$ cat config.mk
export PLATFORM = sky130hd
export DESIGN_NAME = pmft_ram
export DESIGN_NICKNAME = d
export VERILOG_FILES = /design/src/rtl/core/pmft_ram.sv
export SDC_FILE = /design/constraint.sdc
export NUM_CORES = 1
export LEC_CHECK = 0
export BUFFER_PORTS_ARGS = -buffer_cell sky130_fd_sc_hd__buf_2
export CAP_MARGIN = 15
export CORE_ASPECT_RATIO = 1.25
export CORE_MARGIN = 2
export CORE_UTILIZATION = 60
export DETAILED_ROUTE_END_ITERATION = 8
export PLACE_DENSITY = 0.81
export SETUP_SLACK_MARGIN = 0.5
export SYNTH_ARGS = -nofsm -noshare
export SYNTH_HDL_FRONTEND = slang
export SYNTH_SLANG_ARGS = --single-unit
export TNS_END_PERCENT = 30
$ cat constraint.sdc
create_clock -name clk -period 1.85 [get_ports clk]
set_input_delay 0.185 -clock clk [delete_from_list [all_inputs] [get_ports clk]]
set_output_delay 0.185 -clock clk [all_outputs]
set_load 0.05 [all_outputs]
$ cat src/rtl/core/pmft_ram.sv
// Generic single-write, single-read RAM with registered read data.
module pmft_ram #(
	parameter int WIDTH = 8,
	parameter int DEPTH = 16
) (
	input  logic                     clk,
	input  logic                     we,
	input  logic [$clog2(DEPTH)-1:0] waddr,
	input  logic [WIDTH-1:0]         wdata,
	input  logic                     re,
	input  logic [$clog2(DEPTH)-1:0] raddr,
	output logic [WIDTH-1:0]         rdata
);
	logic [WIDTH-1:0] mem [DEPTH];

	always_ff @(posedge clk) begin
		if (we) begin
			mem[waddr] <= wdata;
		end
		if (re) begin
			rdata <= mem[raddr];
		end
	end
endmodule

==> results of run 1 <==
==> cells in the mapped netlist, drive strengths merged <==
master and count:
edfxtp 136, mux4 32, a22oi 16, nor2 13
nand2 9, buf 7, nor3 4, clkdlybuf4s25 3
nand2b 2, nand3b 2, and2 1, and2b 1
nand3 1, nor2b 1, or3b 1
==> cells by family after synthesis <==
group | Yosys count
AOI/OAI and AO/OA | 16
buffers and inverters | 10
DFF | 136
muxes | 32
and+or+nand+nor | 35
==> power breakdown <==
part / switching [mW] / total [mW] / internal (mW)
clock: 1.26 / 3.32 / 2.06
combinational: 0.241 / 0.392 / 0.151
sequential: 0.0203 / 3.49 / 3.47
total: 1.52 / 7.20 / 5.68
==> stage by stage <==
step                cells  area (µm²)  total power, mW  utilization  hold slack, ns
finish                404        6210             7.20        0.725          0.0428
global route          404        6210             7.39        0.725          0.0327
CTS                   404        6200             7.24        0.725          0.0227
global placement      371        5570             3.92        0.651           0.557
detailed placement    371        5570             3.93        0.651           0.556
floorplan             229        5220             3.79            -           0.284
==> flip-flops by register name, indices dropped and copies added (netlist names) <==
| name | count |
|---|---|
| mem | 128 |
| rdata | 8 |
==> cell type report <==
| cell class | instances | share of cell area |
|---|---|---|
| clock buffer | 18 | 0.0673 |
| clock inverter | 14 | 0.0282 |
| multi-input combinational | 83 | 0.168 |
| sequential | 136 | 0.658 |
| tap | 100 | 0.0202 |
| timing repair buffer | 53 | 0.0581 |
==> layout by cell type (no fill, tap or decap) <==
cell	synthesis	final
a22oi_1	16	10
a22oi_2	0	6
and2_1	1	1
and2b_1	1	1
buf_12	0	2
buf_2	3	26
buf_4	1	24
bufinv_16	0	3
clkbuf_1	0	1
clkbuf_16	0	16
clkbuf_8	0	1
clkinv_2	0	2
clkinv_4	0	4
clkinvlp_4	0	3
dlygate4sd3_1	0	1
edfxtp_1	136	136
inv_6	0	2
mux4_1	14	1
mux4_2	18	31
nand2_1	9	9
nand2b_1	2	2
nand3_1	1	1
nand3b_1	2	2
nor2_1	13	13
nor2b_1	1	1
nor3_1	4	3
nor3_2	0	1
or3b_2	1	1
==> worst min-delay path by stage <==
stage | startpoint | endpoint | slack (ns) | cells after the start
after global routing | wdata[4] | mem[0][4]$_DFFE_PP_ | 0.03 | 1
after CTS | wdata[7] | mem[6][7]$_DFFE_PP_ | 0.02 | 1
after detailed placement | re | rdata[1]$_DFFE_PP_ | 0.56 | 1
final | wdata[0] | mem[9][0]$_DFFE_PP_ | 0.04 | 1
after global placement | re | rdata[7]$_DFFE_PP_ | 0.56 | 1
after floorplan | wdata[0] | mem[0][0]$_DFFE_PP_ | 0.28 | 0
==> layer usage <==
metal / track usage / routed length [µm] / vias up
li1: - / - / 1092
met1: 0.315 / 3830 / 1314
met2: 0.392 / 5510 / 125
met3: 0.0832 / 787 / 14
met4: 0.103 / 195 / 0
met5: 0 / 0 / -
==> critical path, stage by stage, from the launching register on <==
cell and delay, ns:
edfxtp_1 0.40, mux4_2 0.49, a22oi_2 0.21, nand2_1 0.09
==> timing repair <==
action,CTS,global route
endpoints found under the hold margin,5,0
hold buffers,1,0
gates resized for setup,5,1
pin swaps,0,1
endpoints found under the setup margin,9,12
==> run metrics, run 1 <==
Slew headroom=0.659; Root Driver=clkbuf_8; Seq cells post-synth=136; launch point of the worst path=mem[0][4]$_DFFE_PP_; Setup CP Type=reg2reg; DR iter-0 viols=242; antenna violations before repair=0; Reg area=0.00408 mm²; post-synthesis mux area share=0.148; reg2reg setup slack=0.40 ns; worst-skew pair later-pin latency=0.53 ns; share of post-route cells with drive strength above 1=0.401; setup bufs post-CTS=0; ANT cells=0; Port Buf Inserts=26; Syn Area/Cell=22.8 µm²; vias in the first global route=2634; Die Ht=108 µm; worst r2r dst=rdata[4]$_DFFE_PP_; number of buffers created by CTS=17; Setup Skew=0.00666 ns; vias per inst=6.30; Synth Net Count=248; top-area cell type share of the netlist area=0.781; Layout area overhead=18.7%; detailed placement HPWL=6180 µm; Fmax=690 MHz; wire per inst=25.5 µm; drt total wl=10300 µm; Syn Inst Count=229; adder-cell share of the synthesized area=0; min cycle time layout=1.45 ns; warnings from Yosys=0; type of the most critical hold path=in2reg; Slew Limit Fails=0; 1st-pass router iterations=4; row count=38; worst path required time=2.12 ns; Final Setup Violations=0; largest family of logic cells by synthesized area=multiplexers; via count=2545; CP startpoint kind=flop; core area=0.00856 mm²; Worst setup EP type=flop; clk buf depth=2; CP arrival=1.72 ns; Reg clk slew, reported paths=0.06 ns; Final nets=310; Synth cell types=18; Synth area leaders=edfxtp_1 78%, mux4_2 7.8%, mux4_1 7.0%, a22oi_1 2.3%, nor2_1 0.93%; Leakage=2.09 nW; number of clock sinks=136; worst flop-to-flop path startpoint=mem[0][4]$_DFFE_PP_; post-route ant nets=0; DIE AREA=0.00948 mm²; gr ovfl total=0; crit-path max FO=1; fin worst setup slack=0.401 ns; register area share after synthesis=0.781; final setup TNS=0 ns; run status=finished, final reports clean; pwr dens=1160 mW/mm²; DRC violations left=0; number of I/O pins=27; reg2reg path depth=3; Initial Utilization=0.611; Fin. Hold Viols=0; Synth area leader=edfxtp_1; Die X=87.5 µm; GPL Wtd Cong=0.819; IR drop worst, VDD=0.000884 V; RSZ-0062 raised after global routing=true; crit path capture=rdata[4]$_DFFE_PP_; fraction of the mapped netlist area in compound gates=0.0230; Worst-Margin Slew=0.511 ns; area of the multi-input gates=0.00104 mm²; Max-cap violations=0; TritonCTS clock tree=yes; fillers=477; GRT Overall Usage=0.247; Post-Syn Area=0.00523 mm²; area share of xor/xnor cells in the synthesized design=0; first-pass GRT wire length=15600 µm; H-Tree Level Count=4; largest net degree at the start of global routing=33; fin crit share=0.783; Place WS=0.157 ns; Simple-Gate Fraction of Synth Area=0.0314
No activity file was read; power rests on OpenSTA's default activity.
==> run 2: changes to the inputs <==
- clock period: 1.85 -> 1.5 ns (I/O delays scaled with it)
==> run metrics, run 2 (synthesis gave the netlist of run 1 again) <==
crit-path max FO=1; Root Driver=clkbuf_8; Hold Path Cell Cnt=1; Hold Path End=mem[9][0]$_DFFE_PP_; antenna violations before repair=0; 1st-pass router iterations=4; wire per inst=25.6 µm; vias per inst=6.33; Final Non-Filler Cells=403; placed cell area=0.00559 mm²; area of the multi-input gates=0.00108 mm²; clk buf depth=2; via count=2552; Biggest register=mem; number of flip-flops under the largest register name=128; hold slack=0.0225 ns; slowest library cell on the worst path=mux4_2; DRC violations left=0; Die X=87.5 µm; type of the most critical hold path=in2reg; worst r2r dst=rdata[6]$_DFFE_PP_; Core Util, Final=0.729; Max-cap violations=0; Place WS=-0.198 ns; reg2reg setup slack=0.04 ns; Final Setup Violations=0; number of buffers created by CTS=17; DIE AREA=0.00948 mm²; ANT cells=0; most common cell after layout, fill and taps aside=edfxtp_1; fin crit share=0.971; GPL Wtd Cong=0.820; most frequent cells in the layout=136 x edfxtp_1, 32 x mux4_2, 26 x buf_2, 20 x buf_4, 16 x clkbuf_16; gr ovfl total=0; Die Ht=108 µm; Fmax=687 MHz; Reg clk slew, reported paths=0.06 ns; number of clock sinks=136; largest net degree at the start of global routing=17; min cycle time layout=1.46 ns; Initial Utilization=0.611; number of I/O pins=27; Reg area=0.00408 mm²; Setup CP Type=reg2reg; CP startpoint kind=flop; pwr dens=1400 mW/mm²; final setup TNS=0 ns; Final nets=309; Worst-Margin Slew=0.897 ns; vias in the first global route=2709; Worst path max stage delay=0.49 ns; reg2reg path depth=3; Leakage=2.07 nW; Port Buf Inserts=26; worst path required time=1.76 ns; Slew Limit Fails=0; H-Tree Level Count=4; DR iter-0 viols=337; biggest regs=mem (128), rdata (8); worst-skew pair later-pin latency=0.52 ns; share of post-route cells with drive strength above 1=0.403; drt total wl=10300 µm; worst flop-to-flop path startpoint=mem[10][6]$_DFFE_PP_; RSZ-0062 raised after global routing=true; Fin. Hold Viols=0; post-route ant nets=0; run status=finished, final reports clean; fin worst setup slack=0.0435 ns; total power=8.75 mW; detailed placement HPWL=6500 µm; Layout area overhead=19.3%; IR drop worst, VDD=0.00136 V; Worst setup EP type=flop; Post-Layout Inst Area=0.00624 mm²; hold path start=wdata[0]; first-pass GRT wire length=15800 µm; fillers=492; TritonCTS clock tree=yes; core area=0.00856 mm²; CP Cell Sequence=mux4_2 -> a22oi_2 -> nand2_1; setup bufs post-CTS=0; dpl cells=368; CP arrival=1.71 ns; Slew headroom=0.400; Setup Skew=0.00798 ns; GRT Overall Usage=0.247; row count=38
-- run 2: changes by cell type in the layout (fill, tap and decap cells not counted), moves of 2 or more --
| cell | delta |
|---|---|
| a22oi_2 | +2 |
| clkinvlp_4 | +2 |
| buf_4 | -4 |
| dlygate4sd3_1 | +2 |
| clkinv_4 | -3 |
| a22oi_1 | -2 |
| inv_6 | -2 |
| clkinv_1 | +3 |
| nor2_1 | -3 |
| nor2_4 | +3 |
-- run 2: routing by layer --
metal,vias to the layer above,track usage,share of wire
li1,1091,-,-
met1,1326,0.302,0.37
met2,118,0.405,0.54
met3,17,0.0740,0.066
met4,0,0.113,0.021
met5,-,0,0
-- run 2: critical path, delay by kind of cell, from the launching register on --
family	cells	cell delay [ns]
muxes	1	0.49
DFF	1	0.40
AOI/OAI and AO/OA	1	0.22
and+or+nand+nor	1	0.09
-- run 2: area by class of cell --
class	instances	area share
clock buffers	18	0.0670
clock inverters	14	0.0253
multi-input cells	83	0.173
flip-flops and latches	136	0.655
well taps	100	0.0201
repair buffers	52	0.0594
-- run 2: power by group --
group	switching, mW	leakage, nW	total, mW	internal (mW)
sequential	0.0250	1.24	4.31	4.28
clock	1.44	0.265	3.94	2.50
combinational	0.305	0.567	0.501	0.196
-- run 2: worst max path at each step --
stage                                    start                  to  slack [ns]
after floorplan                       raddr[0]  rdata[1]$_DFFE_PP_        0.15
after global placement                raddr[0]  rdata[3]$_DFFE_PP_       -0.16
after detailed placement              raddr[0]  rdata[0]$_DFFE_PP_       -0.20
after CTS                 mem[10][6]$_DFFE_PP_  rdata[6]$_DFFE_PP_        0.04
after global routing      mem[10][6]$_DFFE_PP_  rdata[6]$_DFFE_PP_        0.02
final                     mem[10][6]$_DFFE_PP_  rdata[6]$_DFFE_PP_        0.04
-- run 2: timing repair --
item                                    4_1_cts  5_1_grt
endpoints found under the hold margin        39        0
gates resized for setup                       7        2
pin swaps                                     1        0
endpoints found under the setup margin       16       16
hold buffers                                  3        0
==> run 3: changes to the inputs <==
- CORE_UTILIZATION: 60 -> 50
- CTS_CLUSTER_DIAMETER: unset -> 100
- PLACE_DENSITY: 0.81 -> 0.7
==> run metrics, run 3 (synthesis gave the netlist of run 1 again) <==
run status=finished, final reports clean; Initial Utilization=0.515; TritonCTS clock tree=yes; switching share of total power=0.204; Max-cap violations=0; 1st-pass router iterations=4; M1 wire length=3840 µm; total power=8.85 mW; via count=2473; Buffers & Inverters on Critical Path=0; vias in the first global route=2614; H-Tree Level Count=4; Hold Buf Count CTS=0; DR iter-0 viols=191; Root Driver=clkbuf_16; Setup Skew=0.00527 ns; Worst path max stage delay=0.48 ns; detailed placement HPWL=6540 µm; Die Ht=118 µm; Place WS=-0.219 ns; Layout area overhead=19.2%; Fmax=693 MHz; setup bufs post-CTS=0; Setup CP Type=reg2reg; CP startpoint kind=flop; type of the most critical hold path=in2reg; Clock power frac=0.459; pwr dens=1420 mW/mm²; number of buffers created by CTS=17; wire per inst=23.5 µm; GPL Wtd Cong=0.789; worst path required time=1.66 ns; hold slack=0.115 ns; max layer used=met4; combinational share of power=0.054; Final nets=305; most common cell after layout, fill and taps aside=edfxtp_1; gr ovfl total=0; routed wl met2=5310 µm; Biggest register=mem; RSZ-0062 raised after global routing=true; NetSw=1.80 mW; Port Buf Inserts=26; Slew headroom=0.467; DIE AREA=0.0113 mm²; Reg clk slew, reported paths=0.06 ns; met3 WL=674 µm; drt total wl=10100 µm; most frequent cells in the layout=136 x edfxtp_1, 32 x mux4_2, 26 x buf_2, 18 x buf_4, 17 x clkbuf_16; Slew Limit Fails=0; internal power=7.05 mW; Fin. Hold Viols=0; Worst-Margin Slew=0.797 ns; number of flip-flops under the largest register name=128; CP Cell Sequence=mux4_2 -> a22oi_2 -> nand2_1; core area=0.0102 mm²; ANT cells=0; fin worst setup slack=0.0577 ns; row count=41; number of I/O pins=27; CP arrival=1.60 ns; post-route ant nets=0; min cycle time layout=1.44 ns; clk buf depth=2; crit-path max FO=1; number of clock sinks=136; biggest regs=mem (128), rdata (8); DRC violations left=0; Die X=95.5 µm; sequential fraction of design power=0.487; antenna violations before repair=0; slowest library cell on the worst path=mux4_2; IR drop worst, VDD=0.000888 V; largest net degree at the start of global routing=17; first-pass GRT wire length=15300 µm; worst-skew pair later-pin latency=0.42 ns; number of gates resized after cts=2; Final Setup Violations=0; Worst setup EP type=flop; GRT Overall Usage=0.200; share of post-route cells with drive strength above 1=0.388; cell family contributing the most delay on the critical path=multiplexers; fin crit share=0.962; Leakage=2.08 nW; vias per inst=5.78
-- run 3: cell count changes in the layout (fill, tap and decap cells not counted), sizes merged --
cell         previous run  this run
dlygate4sd3             3         0
clkinvlp                5         1
buf                    49        48
clkinv                  6        10
inv                     0         1
clkbuf                 18        17
-- run 3: power groups by stage --
stage / Combinational (mW) / Clock, mW / Sequential [mW]
floorplan: 0.242 / 0 / 4.44
global placement: 0.469 / 0 / 4.38
CTS: 0.483 / 4.12 / 4.31
finish: 0.479 / 4.06 / 4.31
global route: 0.518 / 4.29 / 4.32
detailed placement: 0.477 / 0 / 4.39
-- run 3: layout make-up --
| type | instances | area [µm²] |
|---|---|---|
| tap | 129 | 161 |
| clock buffer | 17 | 425 |
| fill | 692 | 3930 |
| clock inverter | 15 | 159 |
| timing repair buffer | 48 | 345 |
| multi-input combinational | 83 | 1060 |
| sequential | 136 | 4080 |
-- run 3: worst register-to-register path: cells and delay by family (launching register included) --
family | cells | cell delay (ns)
flops | 1 | 0.40
simple gates | 1 | 0.09
compound gates | 1 | 0.21
mux | 1 | 0.48
-- run 3: metal layers --
layer | GRT usage | vias to the layer above
li1 | - | 1089
met5 | 0 | -
met4 | 0.0973 | 0
met1 | 0.262 | 1260
met3 | 0.0599 | 18
met2 | 0.308 | 106
-- run 3: worst paths after layout --
check | depth (start not counted) | slack [ns] | from | endpoint
hold reg to reg | 3 | 0.75 | mem[14][3]$_DFFE_PP_ | rdata[3]$_DFFE_PP_
hold / removal | 1 | 0.11 | re | rdata[4]$_DFFE_PP_
setup reg to reg | 3 | 0.06 | mem[0][6]$_DFFE_PP_ | rdata[6]$_DFFE_PP_
setup / recovery | 3 | 0.06 | mem[0][6]$_DFFE_PP_ | rdata[6]$_DFFE_PP_
-- run 3: stage by stage --
stage	utilization	setup TNS, ns	instances	area (µm²)
global placement	0.555	-1.26	396	5640
detailed placement	0.555	-1.21	396	5640
global route	0.613	0	428	6230
finish	0.613	0	428	6230
floorplan	-	0	229	5250
CTS	0.613	0	428	6230
